$ cat src/hw/rtl/wies_pkg.sv
// Shared types and constants for the information element scanner.
// Used by the interfaces, the parser core, the result register and the top level.
package wies_pkg;

    localparam int MAX_BUFFER_BYTES = 4096;
    localparam int POS_W            = $clog2(MAX_BUFFER_BYTES + 1);
    localparam int OFFSET_W         = 12;
    localparam int LENGTH_W         = 8;
    localparam int COUNT_W          = 12;

    localparam logic [7:0]         EID_SSID    = 8'd0;
    localparam logic [7:0]         EID_RATES   = 8'd1;
    localparam logic [7:0]         EID_DS      = 8'd3;
    localparam logic [COUNT_W-1:0] UNKNOWN_CAP = COUNT_W'(2048);

    typedef enum logic [1:0] {
        STATUS_OK      = 2'd0,
        STATUS_UNKNOWN = 2'd1,
        STATUS_FAILED  = 2'd2
    } status_t;

    typedef struct packed {
        logic                found;
        logic [OFFSET_W-1:0] offset;
        logic [LENGTH_W-1:0] length;
    } record_t;

    typedef struct packed {
        status_t            parse_status;
        record_t            ssid;
        record_t            rates;
        record_t            ds;
        logic [COUNT_W-1:0] unknown_total;
    } result_t;

endpackage

$ cat src/hw/rtl/wies_out_reg.sv
// Result register that parts the byte input from a stalled result receiver.
// Depends on wies_pkg.
module wies_out_reg import wies_pkg::*;
(
    input  logic    clk,
    input  logic    rst_n,
    input  logic    load,
    input  result_t result,
    output logic    ready,
    output logic    valid,
    input  logic    taken,
    output result_t held
);

    logic    valid_reg;
    result_t data_reg;

    assign ready = !valid_reg || taken;
    assign valid = valid_reg;
    assign held  = data_reg;

    always_ff @(posedge clk or negedge rst_n)
    begin
        if (!rst_n)
        begin
            valid_reg <= 1'b0;
        end
        else if (load)
        begin
            valid_reg <= 1'b1;
        end
        else if (taken)
        begin
            valid_reg <= 1'b0;
        end
    end

    always_ff @(posedge clk)
    begin
        if (load)
        begin
            data_reg <= result;
        end
    end

    assert property (@(posedge clk) disable iff (!rst_n)
        load |-> ready)
        else $error("result loaded over one not yet taken");

    assert property (@(posedge clk) disable iff (!rst_n)
        load |=> valid_reg)
        else $error("loaded result not shown");

    assert property (@(posedge clk) disable iff (!rst_n)
        valid_reg && !taken && !load |=> valid_reg && $stable(data_reg))
        else $error("waiting result lost or changed");

endmodule

$ cat config.mk
export PLATFORM = sky130hd
export DESIGN_NAME = wies_out_reg
export DESIGN_NICKNAME = d
export VERILOG_FILES = /design/src/hw/rtl/wies_pkg.sv /design/src/hw/rtl/wies_out_reg.sv
export SDC_FILE = /design/constraint.sdc
export NUM_CORES = 1
export LEC_CHECK = 0
export BUFFER_PORTS_ARGS = -buffer_cell sky130_fd_sc_hd__clkbuf_2
export CORE_ASPECT_RATIO = 0.75
export CORE_UTILIZATION = 30
export DETAILED_ROUTE_END_ITERATION = 6
export GPL_TIMING_DRIVEN = 0
export SLEW_MARGIN = 20
export SYNTH_ARGS = -nofsm -noshare
export SYNTH_HDL_FRONTEND = slang
export SYNTH_SLANG_ARGS = --single-unit
$ cat constraint.sdc
create_clock -name clk -period 1.55 [get_ports clk]
set_input_delay 0.31 -clock clk [delete_from_list [all_inputs] [get_ports clk]]
set_output_delay 0.31 -clock clk [all_outputs]
set_load 0.1 [all_outputs]
==> reports/metrics.csv, run 1 <==
metric,value,unit
yosys.area.top_type,edfxtp_1,
insertion_delay,0.34,ns
initial_core_util,31.6,%
gp_congestion,0.709,
nNetsFinal,333,
largest_reg_flops,77,
slew-limit-headroom,62.7,%
fin_skew,0,ns
coreArea,0.00747,mm^2
synth.net_count,161,
tightest_slew,0.562,ns
dieWidth,104,um
cts.path.max_buffers,2,
area.growth.synth_to_final,49.0,%
dp_hpwl,3430,um
first_pass_iters,4,
routed_wirelength,4580,um
cp_max_fo,2,
syn_area,0.00236,mm^2
tns,0,ns
ctsHtreeMaxLevel,3,
grt_pass1_vias,1425,
hp-class,in -> reg,
syn_inst,80,
antenna_cells,0,
synth_seq_cells,78,
regToRegSetupSlack,0.89,ns
synth_top_cell_area_share,98.0,%
max_clock_freq,680,MHz
drt_drc_violations_left,0,
synth.yosys.seq_area_share,99.0,%
rows,27,
hold_violations,0,
post_cts_buffers,0,
rsz0062_at_grt,false,
synthSimpleGateAreaFrac,0.954,%
power_density,1570,mW/mm^2
synthAdderAreaFrac,0,%
avgViaCountPerCell,3.95,
grt_max_degree,43,
crit_type,reg -> out,
peakVddDrop,731,uV
cp_data_arrival_time,1.16,ns
design_area,0.00352,mm^2
cts_buffers,9,
worstPathRequired,1.24,ns
port_buffers,159,
synth_warnings,0,
wl_per_cell,12.8,um
clkTransAtPathRegs,0.08,ns
slew_violations,0,
clock-sinks,78,
p_leak,1.54,nW
synth_top_family_by_area,simple AND/OR/NAND/NOR gates,
run_status,"complete, no violations",
layout-drive-gt1-share,69.3,%
synth_compound_area_share,0,%
dieArea,0.00823,mm^2
ant_nets,0,
io_pins,160,
synth_xor_area_share,0,%
cts_root_buf,clkbuf_8,
cp-start-kind,register,
synthTopCellsByArea,"edfxtp_1, dfrtp_1, nand2b_4",
yosysUniqueCellTypes,4,
placed_area,0.00331,mm^2
vias,1413,
drv_cap,0,
cts_tree,yes,
syn_avg_cell_area,29.5,um^2
finalCritPeriodShare,94.9,%
final_cell_mix,"clkbuf_2, edfxtp_1, clkbuf_8",
track_usage,11.4,%
first_iter_violations,19,
grt_pass1_wl,6690,um
synth.area.mux_share,0,%
layout_commonest_cell,clkbuf_2,
fillers,663,
finalSetupViolations,0,
die_height,78.8,um
globalRoute.totalOverflow,0,
fin_crit,1.47,ns
cp-end-kind,output port,
antenna_found_initial,0,
[timing repair]
item                                    4_1_cts  5_1_grt
endpoints found under the setup margin        1        1
hold endpoints to repair                      1        0
gates cloned                                  0        0
gates resized for setup                       1        1
hold buffers                                  1        0
[cell usage after synthesis]
library cell / number
nand2b_4: 1
dfrtp_1: 1
edfxtp_1: 77
nand2b_2: 1
[layer usage]
| layer | vias up | share of wire (%) | GRT usage, % |
|---|---|---|---|
| met5 | - | 0 | 0 |
| met4 | 0 | 1.9 | 6.00 |
| met3 | 8 | 15 | 8.29 |
| met2 | 110 | 43 | 16.4 |
| met1 | 627 | 40 | 12.5 |
| li1 | 668 | - | - |
[critical path: stages, from the launching register on]
cell and delay (ns):
dfrtp_2 0.43, nand2b_4 0.07, clkbuf_4 0.32
[report_power, final]
group	total [mW]	switching (mW)	internal [mW]
logic	1.50	1.32	0.180
clock network	1.49	0.738	0.755
registers	2.54	0.0406	2.50
total	5.54	2.10	3.43
[final timing paths]
kind,startpoint,end,depth (start not counted)
max,valid$_DFFE_PN0P_,ready,2
min,result[70],held[70]$_DFFE_PP_,1
max reg2reg,valid$_DFFE_PN0P_,valid$_DFFE_PN0P_,2
min reg2reg,valid$_DFFE_PN0P_,valid$_DFFE_PN0P_,2
max in group asynchronous,rst_n,valid$_DFFE_PN0P_,2
min in group asynchronous,rst_n,valid$_DFFE_PN0P_,2
[cells by family after synthesis]
logic type / after synthesis
and+or+nand+nor: 2
DFF: 78
[layout make-up]
type | count | area, um^2 | area share [%]
flip-flops and latches | 78 | 2340 | 66.5
multi-input cells | 2 | 22.5 | 0.640
repair buffers | 161 | 831 | 23.6
clock buffers | 10 | 128 | 3.63
well taps | 101 | 126 | 3.59
clock inverters | 6 | 71.3 | 2.03
[through the flow]
| step | setup WS, ns | cells | total power [mW] | utilization, % | hold WS, ns |
|---|---|---|---|---|---|
| 6_report | 0.0785 | 358 | 5.54 | 47.1 | 0.134 |
| 5_1_grt | 0.0240 | 358 | 5.72 | 47.1 | 0.105 |
| 4_1_cts | 0.00768 | 358 | 5.61 | 47.1 | 0.109 |
| 3_5_place_dp | 0.130 | 341 | 4.10 | 44.3 | 0.0869 |
| 3_3_place_gp | -0.580 | 340 | 4.09 | 44.0 | 0.0859 |
| 2_1_floorplan | 0.258 | 80 | 3.81 | - | 0.0144 |
Power figures use the tool's default switching activity.
==> run 2, diff against run 1 <==
- ABC_AREA: not set -> 1
- CTS_BUF_LIST: not set -> sky130_fd_sc_hd__clkbuf_2
- CTS_CLUSTER_SIZE: not set -> 24
==> reports/metrics.csv, run 2 <==
metric,value,unit,change
run_status,"complete, no violations",,
slew_violations,0,,unchanged
cp-start-kind,register,,
area.growth.synth_to_final,103,%,
synth_warnings,0,,unchanged
yosys.area.top_type,edfxtp_1,,
yosysUniqueCellTypes,4,,unchanged
slew-limit-headroom,64.9,%,+2.2 points
rsz0062_at_grt,true,,
cts_tree,yes,,
synth_seq_cells,78,,unchanged
drv_cap,0,,unchanged
power_density,1130,mW/mm^2,-28%
clock-sinks,78,,unchanged
tightest_slew,0.527,ns,-0.0355 ns
synth_edf_count,77,,unchanged
cp_slowest_cell,dfrtp_2,,
placed_cells,343,,+0.59%
synth.yosys.seq_area_share,99.2,%,+0.11 points
dieArea,0.00822,mm^2,-0.11%
grt_pass1_vias,2008,,+41%
port_buffers,159,,unchanged
ant_nets,0,,unchanged
insertion_delay,0.48,ns,+0.14 ns
hold_slack,0.0977,ns,-0.0363 ns
syn_area,0.00236,mm^2,-0.11%
ctsHtreeMaxLevel,3,,unchanged
post_cts_buffers,0,,unchanged
routed_wirelength,6570,um,+44%
crit_path_cell_trace,nand2_4 -> clkbuf_16,,
fin_crit,1.55,ns,+0.0745 ns
cp_data_arrival_time,1.24,ns,+0.08 ns
worstPathRequired,1.24,ns,about the same
cp_max_fo,2,,unchanged
max_clock_freq,647,MHz,-4.8%
synth_top_cell_area_share,98.1,%,+0.10 points
fin_skew,0,ns,unchanged
finalCritPeriodShare,99.7,%,+4.8 points
peakVddDrop,708,uV,-3.2%
final_cells,438,,+22%
nNetsFinal,413,,+24%
synth_commonest_cells,"edfxtp_1, inv_1, nand2_2",,
dp_slack,0.113,ns,-0.0173 ns
p_leak,2.04,nW,+32%
grt_max_degree,43,,unchanged
rows,27,,unchanged
globalRoute.totalOverflow,0,,unchanged
crit_type,reg -> out,,
synth.net_count,163,,+1.2%
grt_pass1_wl,9850,um,+47%
antenna_found_initial,0,,unchanged
gp_congestion,0.736,,+3.7%
dieWidth,104,um,about the same
largest_reg_flops,77,,unchanged
avgViaCountPerCell,4.06,,+2.8%
cts_root_buf,clkbuf_2,,
syn_inst,82,,+2.5%
cts_buffers,9,,unchanged
drt_drc_violations_left,0,,unchanged
syn_avg_cell_area,28.7,um^2,-2.5%
layout_commonest_cell,clkbuf_2,,
synth_most_common_cell,edfxtp_1,,
hp-class,in -> async,,
timing.final.ws_setup,0.00396,ns,-0.0745 ns
first_iter_violations,34,,+15
finalSetupViolations,0,,unchanged
io_pins,160,,unchanged
cp_slowest_stage_delay,0.49,ns,+0.06 ns
die_height,78.8,um,about the same
synth_ff_type,edfxtp_1,,
reg2reg_depth,3,,+1
vias,1777,,+26%
clkTransAtPathRegs,0.21,ns,+0.13 ns
initial_core_util,31.6,%,-0.034 points
synthTopCellsByArea,"edfxtp_1, dfrtp_1, nand2_2",,
cp-end-kind,output port,,
antenna_cells,0,,unchanged
layout-drive-gt1-share,53.1,%,-16 points
hold_violations,0,,unchanged
cts.path.max_buffers,2,,unchanged
first_pass_iters,4,,unchanged
regToRegSetupSlack,0.29,ns,-0.60 ns
coreArea,0.00747,mm^2,unchanged
track_usage,16.3,%,+4.9 points
async_reset_ff_share,1.28,%,unchanged
final_cell_mix,"clkbuf_2, dlygate4sd3_1, edfxtp_1, clkbuf_8, buf_8",,
wl_per_cell,15.0,um,+17%
==> run 2: cell count changes after synthesis, sizes merged <==
cell    change
nand2b      -2
nand2       +2
inv         +2
==> run 2: critical path: cells and delay by family (launching register included) <==
family | cells | cell delay (ns)
DFF | 1 | 0.49
and+or+nand+nor | 1 | 0.08
buffers and inverters | 1 | 0.19
==> run 2: metal layers <==
layer	global-route usage (%)	wire [um]	vias up
met3	10.1	956	6
met2	27.1	3200	123
met5	0	0	-
li1	-	-	828
met4	5.57	53	0
met1	17.0	2360	820
==> run 2: cell families after synthesis <==
kind of cell,count (synthesis),share of synthesized area [%]
and+or+nand+nor,2,0.531
DFF,78,99.2
buffers and inverters,2,0.319
==> run 2: area by class of cell <==
class / count / area (um^2)
Clock buffer: 11 / 55.1
Clock inverter: 5 / 36.3
Fill cell: 527 / 2680
Inverter: 2 / 7.51
Multi-Input combinational cell: 2 / 17.5
Sequential cell: 78 / 2340
Tap cell: 101 / 126
Timing Repair Buffer: 239 / 2210
==> run 2: what timing repair did <==
action	4_1_cts	5_1_grt
hold buffers	79	0
endpoints found under the hold margin	79	0
resized for setup	135	54
pin swaps	1	0
endpoints found under the setup margin	79	50
cloned	0	0
==> run 2: power breakdown <==
part           switching (mW)  internal, mW
registers              0.0814          2.50
clock network           0.664         0.223
logic                    1.37         0.545
==> run 2: worst paths after layout <==
check                                   from                end
max                        valid$_DFFE_PN0P_              ready
min                                    rst_n  valid$_DFFE_PN0P_
max reg2reg                valid$_DFFE_PN0P_  valid$_DFFE_PN0P_
min reg2reg                valid$_DFFE_PN0P_  valid$_DFFE_PN0P_
max in group asynchronous              rst_n  valid$_DFFE_PN0P_
min in group clk                        load  held[3]$_DFFE_PP_
==> run 2: through the flow <==
| step | utilization [%] | cell area, um^2 | power, mW | TNS (ns) |
|---|---|---|---|---|
| 6_report | 64.2 | 4790 | 5.39 | 0 |
| 2_1_floorplan | - | 2360 | 3.80 | 0 |
| 3_3_place_gp | 43.9 | 3280 | 4.09 | -42.57 |
| 4_1_cts | 63.4 | 4740 | 5.40 | -0.102 |
| 3_5_place_dp | 44.2 | 3300 | 4.10 | 0 |
| 5_1_grt | 64.2 | 4790 | 5.58 | -0.233 |
