File: config.mk
export PLATFORM = sky130hd
export DESIGN_NAME = wies_core
export DESIGN_NICKNAME = d
export VERILOG_FILES = /design/src/hw/rtl/wies_pkg.sv /design/src/hw/rtl/wies_core.sv
export SDC_FILE = /design/constraint.sdc
export NUM_CORES = 1
export LEC_CHECK = 0
export ABC_CLOCK_PERIOD_IN_PS = 5300
export BUFFER_PORTS_ARGS = -buffer_cell sky130_fd_sc_hd__buf_2
export CAP_MARGIN = 30
export CORE_AREA = 2 2 115 117
export DETAILED_ROUTE_END_ITERATION = 12
export DIE_AREA = 0 0 117 119
export GPL_ROUTABILITY_DRIVEN = 0
export PLACE_DENSITY = 0.73
export SLEW_MARGIN = 20
export SYNTH_ARGS = -nofsm -noshare
export SYNTH_HDL_FRONTEND = slang
export SYNTH_SLANG_ARGS = --single-unit
File: constraint.sdc
create_clock -name clk -period 5.3 [get_ports clk]
set_input_delay 0.795 -clock clk [delete_from_list [all_inputs] [get_ports clk]]
set_output_delay 0.795 -clock clk [all_outputs]
set_load 0.02 [all_outputs]
File: src/hw/rtl/wies_pkg.sv
// Shared types and constants for the information element scanner.
// Used by the interfaces, the parser core, the result register and the top level.
package wies_pkg;

    localparam int MAX_BUFFER_BYTES = 4096;
    localparam int POS_W            = $clog2(MAX_BUFFER_BYTES + 1);
    localparam int OFFSET_W         = 12;
    localparam int LENGTH_W         = 8;
    localparam int COUNT_W          = 12;

    localparam logic [7:0]         EID_SSID    = 8'd0;
    localparam logic [7:0]         EID_RATES   = 8'd1;
    localparam logic [7:0]         EID_DS      = 8'd3;
    localparam logic [COUNT_W-1:0] UNKNOWN_CAP = COUNT_W'(2048);

    typedef enum logic [1:0] {
        STATUS_OK      = 2'd0,
        STATUS_UNKNOWN = 2'd1,
        STATUS_FAILED  = 2'd2
    } status_t;

    typedef struct packed {
        logic                found;
        logic [OFFSET_W-1:0] offset;
        logic [LENGTH_W-1:0] length;
    } record_t;

    typedef struct packed {
        status_t            parse_status;
        record_t            ssid;
        record_t            rates;
        record_t            ds;
        logic [COUNT_W-1:0] unknown_total;
    } result_t;

endpackage

File: src/hw/rtl/wies_core.sv
// Per-byte element walker: holds the parse state and forms the result for the final byte.
// Depends on wies_pkg.
module wies_core import wies_pkg::*;
(
    input  logic       clk,
    input  logic       rst_n,
    input  logic       accept,
    input  logic [7:0] data_byte,
    input  logic       last_byte,
    output result_t    result
);

    typedef enum logic [1:0] {
        PH_ID   = 2'd0,
        PH_LEN  = 2'd1,
        PH_BODY = 2'd2
    } phase_t;

    phase_t             phase_reg, phase_next;
    logic [7:0]         element_id_reg, element_id_next;
    logic [7:0]         elem_len_reg, elem_len_next;
    logic [7:0]         body_left_reg, body_left_next;
    logic [POS_W-1:0]   position_reg, position_next;
    record_t            ssid_reg, ssid_next;
    record_t            rates_reg, rates_next;
    record_t            ds_reg, ds_next;
    logic [COUNT_W-1:0] unknown_reg, unknown_next;
    logic               overflow_reg, overflow_next;

    logic               finish;
    logic [7:0]         finish_len;
    record_t            finished;
    status_t            status;

    always_comb
    begin
        phase_next      = phase_reg;
        element_id_next = element_id_reg;
        elem_len_next   = elem_len_reg;
        body_left_next  = body_left_reg;
        position_next   = position_reg;
        overflow_next   = overflow_reg;
        finish          = 1'b0;
        finish_len      = elem_len_reg;

        if (!overflow_reg)
        begin
            if (position_reg >= POS_W'(MAX_BUFFER_BYTES))
            begin
                overflow_next = 1'b1;
            end
            else
            begin
                unique case (phase_reg)
                    PH_ID:
                    begin
                        element_id_next = data_byte;
                        phase_next      = PH_LEN;
                    end
                    PH_LEN:
                    begin
                        elem_len_next = data_byte;
                        finish_len    = data_byte;
                        if (data_byte == 8'd0)
                        begin
                            finish = 1'b1;
                        end
                        else
                        begin
                            body_left_next = data_byte;
                            phase_next     = PH_BODY;
                        end
                    end
                    default:
                    begin
                        body_left_next = body_left_reg - 8'd1;
                        if (body_left_next == 8'd0)
                        begin
                            finish = 1'b1;
                        end
                    end
                endcase
                position_next = position_reg + POS_W'(1);
            end
        end

        if (finish)
        begin
            phase_next = PH_ID;
        end

        finished.found  = 1'b1;
        finished.length = finish_len;
        finished.offset = OFFSET_W'(position_reg) + OFFSET_W'(1) - OFFSET_W'(finish_len);

        ssid_next    = ssid_reg;
        rates_next   = rates_reg;
        ds_next      = ds_reg;
        unknown_next = unknown_reg;
        if (finish)
        begin
            unique case (element_id_next)
                EID_SSID:  ssid_next  = finished;
                EID_RATES: rates_next = finished;
                EID_DS:    ds_next    = finished;
                default:
                begin
                    if (unknown_reg < UNKNOWN_CAP)
                    begin
                        unknown_next = unknown_reg + COUNT_W'(1);
                    end
                end
            endcase
        end

        if (overflow_next || phase_next != PH_ID)
        begin
            status = STATUS_FAILED;
        end
        else if (unknown_next != '0)
        begin
            status = STATUS_UNKNOWN;
        end
        else
        begin
            status = STATUS_OK;
        end

        result.parse_status  = status;
        result.ssid          = ssid_next;
        result.rates         = rates_next;
        result.ds            = ds_next;
        result.unknown_total = unknown_next;
    end

    always_ff @(posedge clk or negedge rst_n)
    begin
        if (!rst_n)
        begin
            phase_reg      <= PH_ID;
            element_id_reg <= '0;
            elem_len_reg   <= '0;
            body_left_reg  <= '0;
            position_reg   <= '0;
            ssid_reg       <= '0;
            rates_reg      <= '0;
            ds_reg         <= '0;
            unknown_reg    <= '0;
            overflow_reg   <= 1'b0;
        end
        else if (accept)
        begin
            if (last_byte)
            begin
                phase_reg      <= PH_ID;
                element_id_reg <= '0;
                elem_len_reg   <= '0;
                body_left_reg  <= '0;
                position_reg   <= '0;
                ssid_reg       <= '0;
                rates_reg      <= '0;
                ds_reg         <= '0;
                unknown_reg    <= '0;
                overflow_reg   <= 1'b0;
            end
            else
            begin
                phase_reg      <= phase_next;
                element_id_reg <= element_id_next;
                elem_len_reg   <= elem_len_next;
                body_left_reg  <= body_left_next;
                position_reg   <= position_next;
                ssid_reg       <= ssid_next;
                rates_reg      <= rates_next;
                ds_reg         <= ds_next;
                unknown_reg    <= unknown_next;
                overflow_reg   <= overflow_next;
            end
        end
    end

    // The position stops at the buffer limit, and the overflow flag is only set there.
    assert property (@(posedge clk) disable iff (!rst_n)
        position_reg <= POS_W'(MAX_BUFFER_BYTES))
        else $error("byte position passed the buffer limit");

    assert property (@(posedge clk) disable iff (!rst_n)
        overflow_reg |-> position_reg == POS_W'(MAX_BUFFER_BYTES))
        else $error("overflow set before the buffer limit");

    assert property (@(posedge clk) disable iff (!rst_n)
        phase_reg == PH_BODY |-> body_left_reg != 8'd0)
        else $error("value phase with no bytes left");

    assert property (@(posedge clk) disable iff (!rst_n)
        unknown_reg <= UNKNOWN_CAP)
        else $error("unknown count passed its cap");

    assert property (@(posedge clk) disable iff (!rst_n)
        accept && last_byte |=> position_reg == '0 && phase_reg == PH_ID)
        else $error("state not cleared after the final byte");

endmodule

==> qor.txt <==
Antenna Cells -> 0
Leakage power summed over all cells -> 3.90 nW
Largest net degree at the start of global routing -> 43
Total clock buffers created by CTS -> 17
Layout overhead on the synthesized area -> 20.1%
Xor/xnor cell area share of the yosys netlist -> 3.30%
Post-synthesis adder-cell area fraction -> 5.58%
Nets -> 819
Post-synthesis mux area share -> 4.75%
Compound-gate portion of the synthesized area -> 21.8%
Vias per cell -> 6.02
TritonRoute pass-1 iters -> 5
Yosys reg bits -> 115
Remaining routing DRC violations -> 0
Syn Area/Cell -> 9.70 sq um
Critical Path Start Type -> flop
Global-route usage over all layers -> 28.1%
Area of the mapped netlist -> 6640 sq um
Number of standard-cell rows in the floorplan -> 42
HPWL after detailed placement -> 13,100 um
Most common cell after layout, fill and taps aside -> sky130_fd_sc_hd__dfrtp_1
Number of input and output port buffers inserted -> 88
Headroom to the max-slew limit -> 34.6%
Ratio of total power to cell area -> 348 nW/um^2
Number of global-route vias before repair -> 5,707
DIE HEIGHT -> 119 um
TritonCTS clock tree -> done
CTS sink cnt -> 115
Initial antenna violation count -> 0
Number of buffers inserted by hold repair at cts -> 0
Cells taking the most area after synthesis -> sky130_fd_sc_hd__dfrtp_1 (43%), sky130_fd_sc_hd__a22o_1 (6.7%), sky130_fd_sc_hd__ha_1 (5.3%)
Ratio of final minimum period to clock period -> 95.4%
Global-route wire length before repair -> 30,100 um
Multi-input combinational cell area -> 3580 sq um
Number of distinct standard cells referenced by the synthesized netlist -> 62
Final Hold Vio Count -> 0
Crit path max fanout -> 6
Ratio of cells with drive above 1 in the final layout -> 21.2%
Cell at the root of the clock tree -> sky130_fd_sc_hd__clkbuf_16
Count of nets left with antenna violations after detail routing -> 0
Detailed-route wire length per cell -> 19.4 um
Proportion of synthesized flip-flops having asynchronous set or reset -> 100%
Share of the synthesized area in the top cell type -> 43.3%
Clock latency at the later pin of the worst-skew pair -> 0.42 ns
Clock Pin Slew Worst Setup and Hold Paths -> 0.06 ns
Setup TNS after final layout -> 0 ns
Sequential area share after synthesis -> 43.3%
Cell type with the largest total area after synthesis -> sky130_fd_sc_hd__dfrtp_1
IO Count -> 89
Worst setup slack before clock tree synthesis -> 0.312 ns
Area of all sequential standard cells -> 2880 sq um
Type of element capturing the critical path -> output port
Nets in the synthesized netlist -> 726
Crit path time final -> 5.06 ns
Layout fillers -> 1,101
Core area -> 12,900 sq um
Overall die area -> 13,900 sq um
Measured slew at the worst slew-check pin -> 0.978 ns
Leftover overflow at the end of global routing -> 0
Worst EP arrival -> 4.26 ns
Initial core utilization -> 51.6%
H-tree lvl count -> 4
Number of slew-limit violations in the final report -> 0
Required @ worst endpoint -> 4.51 ns
Clock skew -> 0.00785 ns
Vias post-DR -> 5,826
Run status -> complete, no violations
Peak clock frequency supported by timing -> 0.198 GHz
Max capacitance violation total -> 0
Initial DRC count -> 575
Dominant combinational cell family by area after synthesis -> compound AO/OA/AOI/OAI gates
Endpoints failing setup -> 0
Max clock buf depth -> 2
Synth Flop Type -> sky130_fd_sc_hd__dfrtp_1
Number of synthesized flops with an enable pin -> 0
Setup WS post-layout -> 0.244 ns
Detailed Route WL -> 18,800 um
Ys Warns -> 0
Worst IR drop on VDD -> 256 uV
Floorplan die width -> 117 um
Post-Synthesis Cells -> 685
Leading cell types in the layout, fill and taps excluded -> sky130_fd_sc_hd__dfrtp_1 (114), sky130_fd_sc_hd__buf_2 (87), sky130_fd_sc_hd__nand2_1 (77), sky130_fd_sc_hd__nor2_1 (53), sky130_fd_sc_hd__a22o_1 (51)
Min-Delay Path Class -> primary input to asynchronous set/reset pin
Category of the most critical setup path -> flop to output port
Simple-gate share of the synthesized area -> 17.4%
## power by group
group / leakage [nW] / total, W / switching [W] / internal, W
clock network: 0.269 / 0.00112 / 0.000411 / 0.000713
registers: 1.59 / 0.000962 / 0.0000462 / 0.000915
logic: 2.04 / 0.000688 / 0.000444 / 0.000244
total: 3.90 / 0.00277 / 0.000901 / 0.00187
## per-stage QoR
step / utilization (%) / total power [W] / instances / instance area [sq um] / hold WS (ns)
4_1_cts: 61.3 / 0.00275 / 961 / 7890 / 0.382
3_5_place_dp: 56.7 / 0.00162 / 929 / 7300 / 0.473
3_3_place_gp: 56.6 / 0.00160 / 928 / 7280 / 0.471
2_1_floorplan: - / 0.00141 / 685 / 6650 / 0.454
5_1_grt: 62.0 / 0.00290 / 967 / 7980 / 0.416
6_report: 62.0 / 0.00277 / 967 / 7980 / 0.377
## per-layer routing
metal / GRT usage, % / routed length [um] / vias up
li1: - / - / 2700
met1: 37.3 / 8120 / 2863
met2: 43.6 / 8930 / 216
met3: 5.70 / 918 / 47
met4: 14.0 / 781 / 0
met5: 0 / 0 / -
## synth_stat cells, types with 5 or more instances
library cell	n
sky130_fd_sc_hd__dfrtp_1	115
sky130_fd_sc_hd__o31ai_1	9
sky130_fd_sc_hd__clkbuf_1	15
sky130_fd_sc_hd__nor4_1	6
sky130_fd_sc_hd__buf_1	5
sky130_fd_sc_hd__o2bb2ai_1	33
sky130_fd_sc_hd__mux2_1	20
sky130_fd_sc_hd__a31oi_1	5
sky130_fd_sc_hd__o21ai_0	19
sky130_fd_sc_hd__a21o_1	7
sky130_fd_sc_hd__ha_1	28
sky130_fd_sc_hd__buf_2	15
sky130_fd_sc_hd__or3_1	5
sky130_fd_sc_hd__nand4_1	8
sky130_fd_sc_hd__nand2b_1	8
sky130_fd_sc_hd__a22o_1	51
sky130_fd_sc_hd__nor3_1	11
sky130_fd_sc_hd__nand2_1	77
sky130_fd_sc_hd__nand3_1	22
sky130_fd_sc_hd__a21oi_1	28
sky130_fd_sc_hd__and3_1	8
sky130_fd_sc_hd__inv_1	24
sky130_fd_sc_hd__o21ai_1	27
sky130_fd_sc_hd__xor2_1	10
sky130_fd_sc_hd__mux2i_1	9
sky130_fd_sc_hd__xnor2_1	15
sky130_fd_sc_hd__nor2_1	54
## worst max-delay path, cell delays in order, from the launching register on
cell and delay [ns]:
sky130_fd_sc_hd__dfrtp_2 0.44, sky130_fd_sc_hd__or2_2 0.35, sky130_fd_sc_hd__nor2_4 0.14, sky130_fd_sc_hd__mux2i_4 0.27, sky130_fd_sc_hd__inv_2 0.08, sky130_fd_sc_hd__ha_1 0.28, sky130_fd_sc_hd__inv_1 0.04, sky130_fd_sc_hd__ha_1 0.21
sky130_fd_sc_hd__fa_2 0.38, sky130_fd_sc_hd__a21o_1 0.18, sky130_fd_sc_hd__a21oi_2 0.17, sky130_fd_sc_hd__o21bai_1 0.09, sky130_fd_sc_hd__a21oi_2 0.16, sky130_fd_sc_hd__o21ai_1 0.13, sky130_fd_sc_hd__nor4b_2 0.18, sky130_fd_sc_hd__a311oi_1 0.24
sky130_fd_sc_hd__buf_4 0.19, sky130_fd_sc_hd__mux2_1 0.13, sky130_fd_sc_hd__buf_2 0.16
## worst paths after layout
| check | end | slack, ns | start | cells after the start |
|---|---|---|---|---|
| worst max register to register | ds_reg[19]$_DFFE_PN0P_ | 1.48 | position_reg[12]$_DFFE_PN0P_ | 18 |
| worst max-delay path | result[73] | 0.24 | position_reg[12]$_DFFE_PN0P_ | 18 |
| worst min-delay path | unknown_reg[6]$_DFFE_PN0P_ | 0.38 | rst_n | 1 |
| max in group asynchronous | element_id_reg[7]$_DFFE_PN0P_ | 3.74 | rst_n | 3 |
| min in group clk | ds_reg[3]$_DFFE_PN0P_ | 0.48 | ds_reg[3]$_DFFE_PN0P_ | 1 |
| worst min register to register | ds_reg[3]$_DFFE_PN0P_ | 0.48 | ds_reg[3]$_DFFE_PN0P_ | 1 |
## kinds of logic (layout without fill, tap and decap cells)
group,Yosys count,count (layout)
XOR/XNOR,25,25
buffers and inverters,61,167
flip-flops,115,115
AND/OR/NAND/NOR,226,226
adder cells (fa/ha/maj),29,29
multiplexers,29,29
AO/OA/AOI/OAI,200,200
## final cells by class
cell class	instances	share of cell area (%)
inverters	25	1.18
well taps	176	2.76
clock buffers	23	5.86
clock inverters	9	1.32
flip-flops and latches	115	36.1
repair buffers	110	7.97
multi-input cells	509	44.8
## repair_timing
action | in CTS | in global routing
pin swaps | 0 | 1
endpoints found under the hold margin | 0 | 0
gates resized for setup | 5 | 7
endpoints found under the setup margin | 3 | 6
setup buffers | 0 | 3
Note: power is estimated with default switching activity, not from simulation.
